`config.mk`:
```
export PLATFORM = sky130hd
export DESIGN_NAME = drive_controlword_sequencer_top
export DESIGN_NICKNAME = d
export VERILOG_FILES = /design/src/hdl/dcs_pkg.sv /design/src/hdl/dcs_ctrl.sv /design/src/hdl/dcs_speed.sv /design/src/hdl/drive_controlword_sequencer_top.sv
export VERILOG_INCLUDE_DIRS = /design/src /design/src/hdl
export SDC_FILE = /design/constraint.sdc
export NUM_CORES = 2
export LEC_CHECK = 0
export BUFFER_PORTS_ARGS = -buffer_cell sky130_fd_sc_hd__buf_4
export CORE_UTILIZATION = 65
export DETAILED_ROUTE_END_ITERATION = 7
export PLACE_DENSITY_LB_ADDON = 0.3
export SYNTH_ARGS = -nofsm -noshare
export SYNTH_HDL_FRONTEND = slang
export SYNTH_SLANG_ARGS = --single-unit
```
`constraint.sdc`:
```
create_clock -name clk -period 31.4 [get_ports clk]
set_input_delay 4.71 -clock clk [delete_from_list [all_inputs] [get_ports clk]]
set_output_delay 4.71 -clock clk [all_outputs]
set_load 0.01 [all_outputs]
```
`src/hdl/drive_controlword_sequencer_top_assert.svh`:
```
// ----------------------------------------------------------------------------
// drive_controlword_sequencer_top_assert.svh
// Assertion macros shared by the sequencer RTL; empty under synthesis.
// ----------------------------------------------------------------------------
`ifndef DRIVE_CONTROLWORD_SEQUENCER_TOP_ASSERT_SVH
`define DRIVE_CONTROLWORD_SEQUENCER_TOP_ASSERT_SVH

`ifndef SYNTHESIS

// same-cycle implication
`define DCS_ASSERT_NOW(lbl, ck, rn, ante, cons) \
  lbl: assert property (@(posedge ck) disable iff (!(rn)) (ante) |-> (cons)) \
    else $error("dcs assertion failed");

// next-cycle implication
`define DCS_ASSERT_NEXT(lbl, ck, rn, ante, cons) \
  lbl: assert property (@(posedge ck) disable iff (!(rn)) (ante) |=> (cons)) \
    else $error("dcs assertion failed");

`else

`define DCS_ASSERT_NOW(lbl, ck, rn, ante, cons)
`define DCS_ASSERT_NEXT(lbl, ck, rn, ante, cons)

`endif

`endif

```
`src/hdl/dcs_pkg.sv`:
```
// ----------------------------------------------------------------------------
// dcs_pkg
// Shared constants and types of the drive control word sequencer.
// ----------------------------------------------------------------------------
`default_nettype none

package dcs_pkg;

  // configuration port
  localparam int CFG_IDX_W  = 3;
  localparam int CFG_DATA_W = 27;

  localparam logic [CFG_IDX_W-1:0] REG_AUTO_RESET_EN  = 3'd0;
  localparam logic [CFG_IDX_W-1:0] REG_SPEED_SCALE    = 3'd1;
  localparam logic [CFG_IDX_W-1:0] REG_SCALE_RECIP    = 3'd2;
  localparam logic [CFG_IDX_W-1:0] REG_TICK_PERIOD    = 3'd3;
  localparam logic [CFG_IDX_W-1:0] REG_AUTO_RESET_DLY = 3'd4;

  localparam int SCALE_W = 24;
  localparam int TIME_W  = 27;

  localparam logic signed [SCALE_W-1:0] Q16_ONE       = 24'sd65536;
  localparam logic [TIME_W-1:0]         TICK_RST      = 27'd1000000;
  localparam logic [TIME_W-1:0]         AUTO_DLY_RST  = 27'd100000000;
  localparam logic signed [7:0]         VELOCITY_MODE = 8'sd2;
  localparam logic signed [31:0]        RAW_LIMIT     = 32'sd32767;

  // status flag bit positions
  localparam int FLAG_READY = 0;
  localparam int FLAG_ON    = 1;
  localparam int FLAG_OP    = 2;
  localparam int FLAG_FAULT = 3;

  // control word bit positions
  localparam int CW_SWITCH_ON   = 0;
  localparam int CW_ENABLE_VOLT = 1;
  localparam int CW_QUICK_STOP  = 2;
  localparam int CW_ENABLE_OP   = 3;
  localparam int CW_FAULT_RESET = 7;
  localparam int CW_HALT        = 8;

  typedef struct packed {
    logic [15:0] control_word;
    logic [9:0]  status_flags;
  } ctrl_res_t;

endpackage

`default_nettype wire

```
`src/hdl/dcs_ctrl.sv`:
```
// ----------------------------------------------------------------------------
// dcs_ctrl
// Status decode, fault masking countdown and control word build.
// ----------------------------------------------------------------------------
`default_nettype none
`include "drive_controlword_sequencer_top_assert.svh"

module dcs_ctrl (
  input  logic                        clk,
  input  logic                        rst_n,
  input  logic                        step,
  input  logic [15:0]                 status_word,
  input  logic signed [7:0]           mode_display,
  input  logic                        link_operational,
  input  logic                        enable_request,
  input  logic                        fault_reset_request,
  input  logic                        halt_request,
  input  logic                        auto_reset_enable,
  input  logic [dcs_pkg::TIME_W-1:0]  tick_period_ns,
  input  logic [dcs_pkg::TIME_W-1:0]  auto_reset_delay_ns,
  output dcs_pkg::ctrl_res_t          res
);
  import dcs_pkg::*;

  logic              en_prev_r, en_prev_nxt;
  logic [TIME_W-1:0] mask_r, mask_nxt;
  logic              drive_fault;
  logic              masked;
  logic              fault;
  logic              en_rise;
  logic              auto_fire;
  logic [9:0]        flags;
  logic [15:0]       ctl;

  assign drive_fault = status_word[3] | (mode_display != VELOCITY_MODE);
  assign masked      = link_operational && (mask_r != '0);
  assign en_rise     = enable_request && !en_prev_r;
  assign auto_fire   = fault && auto_reset_enable && en_rise;

  always_comb begin
    if (!link_operational) begin
      fault = 1'b1;
    end else if (masked) begin
      fault = 1'b0;
    end else begin
      fault = drive_fault;
    end
  end

  always_comb begin
    flags = '0;
    if (link_operational) begin
      flags = {status_word[10:9], status_word[7:4], 1'b0, status_word[2:0]};
    end
    flags[FLAG_FAULT] = fault;
  end

  always_comb begin
    ctl = '0;
    ctl[CW_QUICK_STOP] = !fault_reset_request;
    if (fault) begin
      ctl[CW_FAULT_RESET] = fault_reset_request | auto_fire;
    end else begin
      ctl[CW_ENABLE_VOLT] = enable_request;
      ctl[CW_SWITCH_ON]   = enable_request & flags[FLAG_READY];
      ctl[CW_ENABLE_OP]   = enable_request & flags[FLAG_READY] & flags[FLAG_ON];
      if (flags[FLAG_OP]) begin
        ctl[6:4] = 3'b111;
      end
    end
    ctl[CW_HALT] = halt_request;
  end

  always_comb begin
    mask_nxt    = mask_r;
    en_prev_nxt = enable_request;
    if (masked) begin
      // count saturates at zero
      mask_nxt = (mask_r > tick_period_ns) ? (mask_r - tick_period_ns) : '0;
    end
    if (auto_fire) begin
      mask_nxt = auto_reset_delay_ns;
    end
  end

  always_ff @(posedge clk) begin
    if (!rst_n) begin
      en_prev_r <= 1'b0;
      mask_r    <= '0;
    end else if (step) begin
      en_prev_r <= en_prev_nxt;
      mask_r    <= mask_nxt;
    end
  end

  assign res = '{control_word: ctl, status_flags: flags};

  `DCS_ASSERT_NOW(a_mask_hides_fault, clk, rst_n, masked, !res.status_flags[FLAG_FAULT])
  `DCS_ASSERT_NOW(a_link_down_flags, clk, rst_n, !link_operational, res.status_flags == 10'h008)
  `DCS_ASSERT_NEXT(a_mask_no_grow, clk, rst_n, step && masked, mask_r <= $past(mask_r))

endmodule

`default_nettype wire

```
`src/hdl/dcs_speed.sv`:
```
// ----------------------------------------------------------------------------
// dcs_speed
// Speed scaling: product register, then truncation, saturation and magnitude.
// ----------------------------------------------------------------------------
`default_nettype none

module dcs_speed (
  input  logic                               clk,
  input  logic                               step,
  input  logic signed [31:0]                 speed_command,
  input  logic signed [15:0]                 speed_feedback_raw,
  input  logic                               link_operational,
  input  logic signed [dcs_pkg::SCALE_W-1:0] speed_scale,
  input  logic signed [dcs_pkg::SCALE_W-1:0] speed_scale_recip,
  output logic signed [15:0]                 speed_target_raw,
  output logic signed [31:0]                 speed_feedback_rpm,
  output logic [30:0]                        speed_feedback_abs
);
  import dcs_pkg::*;

  logic signed [SCALE_W-1:0] scale_eff;
  logic signed [SCALE_W-1:0] recip_eff;
  logic signed [55:0]        cmd_prod_nxt, cmd_prod_r;
  logic signed [39:0]        fb_prod_nxt, fb_prod_r;
  logic signed [55:0]        cmd_adj;
  logic signed [39:0]        fb_adj;
  logic signed [31:0]        target_full;
  logic [31:0]               rpm_mag;

  // zero scale acts as unity for both directions
  assign scale_eff = (speed_scale == '0) ? Q16_ONE : speed_scale;
  assign recip_eff = (speed_scale == '0) ? Q16_ONE : speed_scale_recip;

  assign cmd_prod_nxt = speed_command * scale_eff;
  assign fb_prod_nxt  = link_operational ? (speed_feedback_raw * recip_eff) : 40'sd0;

  always_ff @(posedge clk) begin
    if (step) begin
      cmd_prod_r <= cmd_prod_nxt;
      fb_prod_r  <= fb_prod_nxt;
    end
  end

  // truncate toward zero: bias negatives before the arithmetic shift
  assign cmd_adj     = cmd_prod_r + (cmd_prod_r[55] ? 56'sd16777215 : 56'sd0);
  assign target_full = cmd_adj[55:24];
  assign fb_adj      = fb_prod_r + (fb_prod_r[39] ? 40'sd255 : 40'sd0);

  always_comb begin
    if (target_full > RAW_LIMIT) begin
      speed_target_raw = RAW_LIMIT[15:0];
    end else if (target_full < -RAW_LIMIT) begin
      speed_target_raw = 16'(-RAW_LIMIT);
    end else begin
      speed_target_raw = target_full[15:0];
    end
  end

  assign speed_feedback_rpm = fb_adj[39:8];
  assign rpm_mag            = speed_feedback_rpm[31] ? (~speed_feedback_rpm + 32'sd1)
                                                     : speed_feedback_rpm;
  assign speed_feedback_abs = rpm_mag[30:0];

endmodule

`default_nettype wire

```
`src/hdl/drive_controlword_sequencer_top.sv`:
```
// ----------------------------------------------------------------------------
// drive_controlword_sequencer_top
// Velocity-mode control word sequencer: one servo cycle word in, one out.
// ----------------------------------------------------------------------------
// Usage:
//   Input word (in_*): one servo cycle of drive feedback and host requests,
//   taken at a clock edge with in_valid high and in_stall low.
//   Output word (out_*): control word, scaled speed target, status flags,
//   scaled feedback and pass-through codes, taken with out_valid high and
//   out_stall low.
//   Config (cfg_*): cfg_we writes cfg_wdata to register cfg_index; write only
//   while no word is in flight.
//   The word passes through three register stages (input, product,
//   output) before out_valid rises. Throughput: one word per cycle while
//   out_stall is low.
//   A stalled output holds its word; bubbles close up, and in_stall rises
//   only once all three stages are full and out_stall is high.
//   Reset: pipeline empties, registers return to their defaults, the enable
//   edge detector and the fault masking countdown clear.
// ----------------------------------------------------------------------------
`default_nettype none
`include "drive_controlword_sequencer_top_assert.svh"

module drive_controlword_sequencer_top (
  input  logic                           clk,
  input  logic                           rst_n,
  // configuration
  input  logic                           cfg_we,
  input  logic [dcs_pkg::CFG_IDX_W-1:0]  cfg_index,
  input  logic [dcs_pkg::CFG_DATA_W-1:0] cfg_wdata,
  // input channel
  input  logic                           in_valid,
  output logic                           in_stall,
  input  logic [15:0]                    in_status_word,
  input  logic signed [15:0]             in_speed_feedback_raw,
  input  logic signed [7:0]              in_mode_display,
  input  logic [15:0]                    in_current_raw,
  input  logic [15:0]                    in_warn_error_raw,
  input  logic [15:0]                    in_temperature_raw,
  input  logic                           in_link_operational,
  input  logic                           in_enable_request,
  input  logic                           in_fault_reset_request,
  input  logic                           in_halt_request,
  input  logic signed [31:0]             in_speed_command,
  // result channel
  output logic                           out_valid,
  input  logic                           out_stall,
  output logic [15:0]                    out_control_word,
  output logic signed [15:0]             out_speed_target_raw,
  output logic [9:0]                     out_status_flags,
  output logic signed [31:0]             out_speed_feedback_rpm,
  output logic [30:0]                    out_speed_feedback_abs,
  output logic [7:0]                     out_drive_err_code,
  output logic [7:0]                     out_warning_code,
  output logic [15:0]                    out_current_centiamps,
  output logic [15:0]                    out_temperature_decidegrees
);
  import dcs_pkg::*;

  // configuration registers
  logic                      auto_reset_enable_r;
  logic signed [SCALE_W-1:0] speed_scale_r;
  logic signed [SCALE_W-1:0] speed_scale_recip_r;
  logic [TIME_W-1:0]         tick_period_ns_r;
  logic [TIME_W-1:0]         auto_reset_delay_ns_r;

  // handshake
  logic s1_valid_r, s1_valid_nxt;
  logic s2_valid_r, s2_valid_nxt;
  logic out_valid_r, out_valid_nxt;
  logic out_adv, s2_adv, s1_adv;
  logic in_take, s1_step, s2_step;

  // stage 1: input word
  logic [15:0]        s1_status_word_r;
  logic signed [15:0] s1_fb_raw_r;
  logic signed [7:0]  s1_mode_r;
  logic [15:0]        s1_current_r;
  logic [15:0]        s1_warn_error_r;
  logic [15:0]        s1_temp_r;
  logic               s1_link_r;
  logic               s1_enable_r;
  logic               s1_fault_reset_r;
  logic               s1_halt_r;
  logic signed [31:0] s1_cmd_r;

  // stage 2: decoded control, pass-through
  ctrl_res_t   ctrl_res;
  ctrl_res_t   s2_ctrl_r;
  logic [15:0] s2_current_r;
  logic [15:0] s2_warn_error_r;
  logic [15:0] s2_temp_r;

  logic signed [15:0] speed_target;
  logic signed [31:0] fb_rpm;
  logic [30:0]        fb_abs;

  // output word
  ctrl_res_t          out_ctrl_r;
  logic signed [15:0] out_target_r;
  logic signed [31:0] out_rpm_r;
  logic [30:0]        out_abs_r;
  logic [15:0]        out_current_r;
  logic [15:0]        out_warn_error_r;
  logic [15:0]        out_temp_r;

  logic fault_rst_ok;

  always_ff @(posedge clk) begin
    if (!rst_n) begin
      auto_reset_enable_r   <= 1'b1;
      speed_scale_r         <= Q16_ONE;
      speed_scale_recip_r   <= Q16_ONE;
      tick_period_ns_r      <= TICK_RST;
      auto_reset_delay_ns_r <= AUTO_DLY_RST;
    end else if (cfg_we) begin
      case (cfg_index)
        REG_AUTO_RESET_EN:  auto_reset_enable_r   <= cfg_wdata[0];
        REG_SPEED_SCALE:    speed_scale_r         <= cfg_wdata[SCALE_W-1:0];
        REG_SCALE_RECIP:    speed_scale_recip_r   <= cfg_wdata[SCALE_W-1:0];
        REG_TICK_PERIOD:    tick_period_ns_r      <= cfg_wdata[TIME_W-1:0];
        REG_AUTO_RESET_DLY: auto_reset_delay_ns_r <= cfg_wdata[TIME_W-1:0];
        default: ;
      endcase
    end
  end

  // a stage moves when it is empty or the stage after it moves
  assign out_adv = !out_valid_r || !out_stall;
  assign s2_adv  = !s2_valid_r || out_adv;
  assign s1_adv  = !s1_valid_r || s2_adv;
  assign in_take = in_valid && s1_adv;
  assign s1_step = s1_valid_r && s2_adv;
  assign s2_step = s2_valid_r && out_adv;

  assign s1_valid_nxt  = s1_adv ? in_valid : s1_valid_r;
  assign s2_valid_nxt  = s2_adv ? s1_valid_r : s2_valid_r;
  assign out_valid_nxt = out_adv ? s2_valid_r : out_valid_r;

  always_ff @(posedge clk) begin
    if (!rst_n) begin
      s1_valid_r  <= 1'b0;
      s2_valid_r  <= 1'b0;
      out_valid_r <= 1'b0;
    end else begin
      s1_valid_r  <= s1_valid_nxt;
      s2_valid_r  <= s2_valid_nxt;
      out_valid_r <= out_valid_nxt;
    end
  end

  always_ff @(posedge clk) begin
    if (in_take) begin
      s1_status_word_r <= in_status_word;
      s1_fb_raw_r      <= in_speed_feedback_raw;
      s1_mode_r        <= in_mode_display;
      s1_current_r     <= in_current_raw;
      s1_warn_error_r  <= in_warn_error_raw;
      s1_temp_r        <= in_temperature_raw;
      s1_link_r        <= in_link_operational;
      s1_enable_r      <= in_enable_request;
      s1_fault_reset_r <= in_fault_reset_request;
      s1_halt_r        <= in_halt_request;
      s1_cmd_r         <= in_speed_command;
    end
  end

  dcs_ctrl u_ctrl (
    .clk                 (clk),
    .rst_n               (rst_n),
    .step                (s1_step),
    .status_word         (s1_status_word_r),
    .mode_display        (s1_mode_r),
    .link_operational    (s1_link_r),
    .enable_request      (s1_enable_r),
    .fault_reset_request (s1_fault_reset_r),
    .halt_request        (s1_halt_r),
    .auto_reset_enable   (auto_reset_enable_r),
    .tick_period_ns      (tick_period_ns_r),
    .auto_reset_delay_ns (auto_reset_delay_ns_r),
    .res                 (ctrl_res)
  );

  dcs_speed u_speed (
    .clk                (clk),
    .step               (s1_step),
    .speed_command      (s1_cmd_r),
    .speed_feedback_raw (s1_fb_raw_r),
    .link_operational   (s1_link_r),
    .speed_scale        (speed_scale_r),
    .speed_scale_recip  (speed_scale_recip_r),
    .speed_target_raw   (speed_target),
    .speed_feedback_rpm (fb_rpm),
    .speed_feedback_abs (fb_abs)
  );

  always_ff @(posedge clk) begin
    if (s1_step) begin
      s2_ctrl_r       <= ctrl_res;
      s2_current_r    <= s1_current_r;
      s2_warn_error_r <= s1_warn_error_r;
      s2_temp_r       <= s1_temp_r;
    end
  end

  always_ff @(posedge clk) begin
    if (s2_step) begin
      out_ctrl_r       <= s2_ctrl_r;
      out_target_r     <= speed_target;
      out_rpm_r        <= fb_rpm;
      out_abs_r        <= fb_abs;
      out_current_r    <= s2_current_r;
      out_warn_error_r <= s2_warn_error_r;
      out_temp_r       <= s2_temp_r;
    end
  end

  assign in_stall                    = !s1_adv;
  assign out_valid                   = out_valid_r;
  assign out_control_word            = out_ctrl_r.control_word;
  assign out_status_flags            = out_ctrl_r.status_flags;
  assign out_speed_target_raw        = out_target_r;
  assign out_speed_feedback_rpm      = out_rpm_r;
  assign out_speed_feedback_abs      = out_abs_r;
  assign out_drive_err_code          = out_warn_error_r[7:0];
  assign out_warning_code            = out_warn_error_r[15:8];
  assign out_current_centiamps       = out_current_r;
  assign out_temperature_decidegrees = out_temp_r;

  // fault reset bit only goes out with the fault flag
  assign fault_rst_ok = !out_control_word[CW_FAULT_RESET] || out_status_flags[FLAG_FAULT];

  `DCS_ASSERT_NEXT(a_take_fills_s1, clk, rst_n, in_take, s1_valid_r)
  `DCS_ASSERT_NOW(a_reset_needs_fault, clk, rst_n, out_valid_r, fault_rst_ok)
  `DCS_ASSERT_NOW(a_target_in_range, clk, rst_n, out_valid_r, out_speed_target_raw != 16'sh8000)

endmodule

`default_nettype wire
```
==> reports/summary.md <==
* **total CTS buffers** 60
* **Critical Path Max Stage Delay** 0.21 ns
* **die span in y** 314 um
* **maximum number of buffers from clock root to sink** 3
* **number of cells on the worst reg-to-reg path** 30
* **cells traversed along the worst timing path** buf_4, and3_1, and2_1, buf_4
* **all-layer global routing usage** 0.340
* **final core utilization** 0.710
* **startpoint-to-endpoint class of the critical path** input pin to output port
* **aggregate global routing overflow** 0
* **buffers and inverters on the worst path** 2
* **source-to-sink clock delay at the later pin of the worst-skew pair** 0.70 ns
* **transition time at the pin with the least slew margin** 1.33 ns
* **Post-Synthesis Cell Area** 63400 um^2
* **top-level I/O count** 314
* **final weighted congestion of routability-driven global placement** 0.944
* **worst slew margin relative to its limit** 0.113
* **top-area cell type share of the netlist area** 0.366
* **via count** 45435
* **Port Buffer Count** 300
* **count of cells resized by post-cts repair** 0
* **die width** 314 um
* **number of cells on the critical path** 4
* **Initial DRC Count** 4036
* **data arrival time of the worst path** 5.41 ns
* **# hold bufs at CTS** 0
* **library cell appearing most often on the critical path** sky130_fd_sc_hd__buf_4
* **Reg clk slew, reported paths** 0.06 ns
* **required time at the worst-slack endpoint** 26.69 ns
* **Layout Cells excl Fill** 7792
* **count of pins over their slew limit** 0
* **setup fix buffers added after clock tree synthesis** 0
* **total length of routed wires** 162 mm
* **final-layout setup total negative slack** 0 ns
* **drc violations** 0
* **hold violation count in the final report** 0
* **Area growth syn-to-layout** 8.30%
* **antenna-violating nets left** 0
* **RSZ-0062 raised after global routing** no
* **WL per Instance** 20.8 um
* **top cell family by delay on the critical path** simple AND/OR/NAND/NOR gates
* **library cell occupying the most area in the post-synthesis netlist** sky130_fd_sc_hd__fa_1
* **sequential element share of the synthesized area** 0.242
* **Cell Pwr Density** 40.0 nW/um^2
* **top area cells in the synthesized netlist** sky130_fd_sc_hd__fa_1 37%, sky130_fd_sc_hd__edfxtp_1 20%, sky130_fd_sc_hd__inv_1 7.4%, sky130_fd_sc_hd__ha_1 6.0%, sky130_fd_sc_hd__nand2_1 5.1%
* **Layout Nets** 8083
* **number of synthesis warnings** 0
* **layout cells sized above 1** 0.0775
* **die area** 98800 um^2
* **clock sink count** 556
* **nature of the critical path endpoint** output port
* **cell chosen for the clock root** sky130_fd_sc_hd__clkbuf_16
* **run status** complete, no violations
* **WHS Path Cells** 0
* **fill cell total of the finished layout** 7055
* **number of enable-type register cells in the synthesized netlist** 422
* **number of rows created at floorplan** 114
* **cell leakage power** 0.0319 uW
* **master of the slowest instance on the critical path** sky130_fd_sc_hd__and2_1
* **Fmax** 0.0988 GHz
* **number of H-tree levels** 2
* **Initial Utilization** 0.656
* **placed cell count** 7674
* **max-capacitance violation count** 0
* **critical path startpoint category** input pin
* **most instantiated flip-flop cell in the synthesis netlist** sky130_fd_sc_hd__edfxtp_1
* **maximum number of pins on one net before global-route repair** 104
* **async set-reset flop share out of synthesis** 0
* **post-DR vias/cell** 5.83
* **final clock skew** 0.0405 ns
* **overall power after layout** 2750 uW
* **half-perimeter wire length after placement** 119 mm
* **# setup viols final** 0
* **post-synthesis area per instance** 10.0 um^2
* **CTS tree** built
* **vias in the first global route** 48225
* **initial antenna violation count** 5
* **core outline area** 96700 um^2
* **Critical Path Fanout Max** 3
* **final worst path period share** 0.322
* **crit path time final** 10.12 ns
* **global-route wire length before repair** 260 mm
* **maximum VDD drop** 0.0521 mV
* **first-pass iteration count of the detailed router** 6
* **number of synthesized register bits** 556
* **gate count of the mapped netlist** 6333
* **type of the tightest min-delay check** flip-flop to flip-flop
* **count of cell types in the netlist** 85
cell families (layout without fill, tap and decap cells):
| logic type | after synthesis | in the layout | share of synthesized area |
|---|---|---|---|
| xor+xnor | 186 | 186 | 0.0257 |
| buf+inv | 1561 | 1734 | 0.0932 |
| other cells | 1 | 11 | 0.0000591 |
| flops | 556 | 556 | 0.242 |
| mux | 5 | 5 | 0.000829 |
| fa+ha+maj | 1464 | 1464 | 0.426 |
| compound gates | 638 | 638 | 0.0628 |
| simple gates | 1922 | 1922 | 0.150 |
synthesized netlist by cell type, types with 6 or more instances:
cell type	instances
sky130_fd_sc_hd__o31ai_1	10
sky130_fd_sc_hd__nand3_1	61
sky130_fd_sc_hd__o211ai_1	20
sky130_fd_sc_hd__or4_1	6
sky130_fd_sc_hd__or3_1	15
sky130_fd_sc_hd__o21bai_1	19
sky130_fd_sc_hd__edfxtp_1	422
sky130_fd_sc_hd__inv_1	1253
sky130_fd_sc_hd__nor3_1	33
sky130_fd_sc_hd__and2_1	435
sky130_fd_sc_hd__o21ai_1	6
sky130_fd_sc_hd__a211o_1	6
sky130_fd_sc_hd__o22ai_1	6
sky130_fd_sc_hd__a31oi_1	17
sky130_fd_sc_hd__dfxtp_1	134
sky130_fd_sc_hd__a21o_1	64
sky130_fd_sc_hd__nand4_1	32
sky130_fd_sc_hd__xor2_1	64
sky130_fd_sc_hd__nand2b_1	49
sky130_fd_sc_hd__o21ai_0	123
sky130_fd_sc_hd__clkbuf_1	288
sky130_fd_sc_hd__xnor2_1	122
sky130_fd_sc_hd__ha_1	306
sky130_fd_sc_hd__a31o_2	6
sky130_fd_sc_hd__nor4_1	23
sky130_fd_sc_hd__a211oi_1	19
sky130_fd_sc_hd__or2_2	12
sky130_fd_sc_hd__a22oi_1	23
sky130_fd_sc_hd__nor2_1	145
sky130_fd_sc_hd__fa_1	1158
sky130_fd_sc_hd__nand3b_1	6
sky130_fd_sc_hd__buf_4	12
sky130_fd_sc_hd__a2111oi_0	9
sky130_fd_sc_hd__nor2b_1	19
sky130_fd_sc_hd__a21oi_1	238
sky130_fd_sc_hd__nand2_1	861
sky130_fd_sc_hd__o21a_1	20
sky130_fd_sc_hd__and3_1	201
through the flow:
stage | worst slack (ns) | instance area [um^2] | hold slack, ns
3_3_place_gp | 21.29 | 66600 | 0.400
2_1_floorplan | 15.50 | 63400 | 0.400
6_report | 21.28 | 68700 | 0.417
4_1_cts | 21.28 | 68700 | 0.415
3_5_place_dp | 21.30 | 66600 | 0.405
5_1_grt | 21.24 | 68700 | 0.423
cell usage in the layout, fill, tap and decap left out, types with 18 or more instances in the layout:
cell type and instances:
sky130_fd_sc_hd__a211oi_1 19, sky130_fd_sc_hd__a21o_1 64, sky130_fd_sc_hd__a21oi_1 237, sky130_fd_sc_hd__a22oi_1 23, sky130_fd_sc_hd__and2_1 435, sky130_fd_sc_hd__and3_1 201, sky130_fd_sc_hd__buf_4 364, sky130_fd_sc_hd__clkbuf_16 61
sky130_fd_sc_hd__dfxtp_1 133, sky130_fd_sc_hd__edfxtp_1 422, sky130_fd_sc_hd__fa_1 1158, sky130_fd_sc_hd__ha_1 306, sky130_fd_sc_hd__inv_1 1252, sky130_fd_sc_hd__nand2_1 861, sky130_fd_sc_hd__nand2b_1 49, sky130_fd_sc_hd__nand3_1 61
sky130_fd_sc_hd__nand4_1 32, sky130_fd_sc_hd__nor2_1 145, sky130_fd_sc_hd__nor2b_1 18, sky130_fd_sc_hd__nor3_1 33, sky130_fd_sc_hd__nor4_1 23, sky130_fd_sc_hd__o211ai_1 20, sky130_fd_sc_hd__o21a_1 20, sky130_fd_sc_hd__o21ai_0 123
sky130_fd_sc_hd__o21bai_1 19, sky130_fd_sc_hd__xnor2_1 122, sky130_fd_sc_hd__xor2_1 64
sequential cells by signal (all words and copies together) (netlist names), 10 cells and up:
| register | count |
|---|---|
| u_speed.cmd_prod_r | 56 |
| out_current_centiamps | 16 |
| out_status_flags | 10 |
| out_speed_feedback_abs | 30 |
| auto_reset_delay_ns_r | 27 |
| out_speed_feedback_rpm | 32 |
| speed_scale_r | 24 |
| s1_current_r | 16 |
| s2_current_r | 16 |
| out_temperature_decidegrees | 16 |
| s2_warn_error_r | 16 |
| u_speed.fb_prod_r | 40 |
| s1_temp_r | 16 |
| s2_ctrl_r | 17 |
| speed_scale_recip_r | 24 |
| out_warn_error_r | 16 |
| u_ctrl.mask_r | 27 |
| s1_status_word_r | 10 |
| s2_temp_r | 16 |
| s1_warn_error_r | 16 |
| out_speed_target_raw | 16 |
| s1_cmd_r | 32 |
| tick_period_ns_r | 27 |
| s1_fb_raw_r | 16 |
layer usage:
layer,global-route usage,share of wire,vias up
met1,0.453,0.39,22842
met5,0.00193,0,-
li1,-,-,19909
met2,0.554,0.47,2283
met3,0.0814,0.11,401
met4,0.104,0.034,0
final timing paths:
check / start / endpoint / slack [ns]
worst max register to register: speed_scale_r[15] / u_speed.cmd_prod_r[49] / 22.04
worst min-delay path: s2_ctrl_r[5] / out_status_flags[5] / 0.42
worst min register to register: s2_ctrl_r[5] / out_status_flags[5] / 0.42
worst max-delay path: out_stall / in_stall / 21.28
where the power goes:
group	internal (uW)	leakage, uW	switching (uW)	total, uW
Sequential	880	0.00507	73.6	954
Combinational	429	0.0259	620	1050
Clock	420	0.00100	322	742
worst register-to-register path: cells and delay by family (launching register included):
family / cells / cell delay, ns
adders and majority gates: 8 / 3.86
AOI/OAI and AO/OA: 5 / 1.79
and+or+nand+nor: 8 / 1.57
buffers and inverters: 8 / 1.43
DFF: 1 / 0.29
xor gates and xnor gates: 1 / 0.16
cell type report:
type	instances	area (um^2)	area share
diodes	4	10.0	0.000146
clock buffers	71	1610	0.0234
clock inverters	43	449	0.00654
inverters	1256	4720	0.0687
multi-input cells	4222	42200	0.615
flip-flops and latches	556	15400	0.224
well taps	1276	1600	0.0232
repair buffers	364	2730	0.0398
No activity file was read; power rests on OpenSTA's default activity.
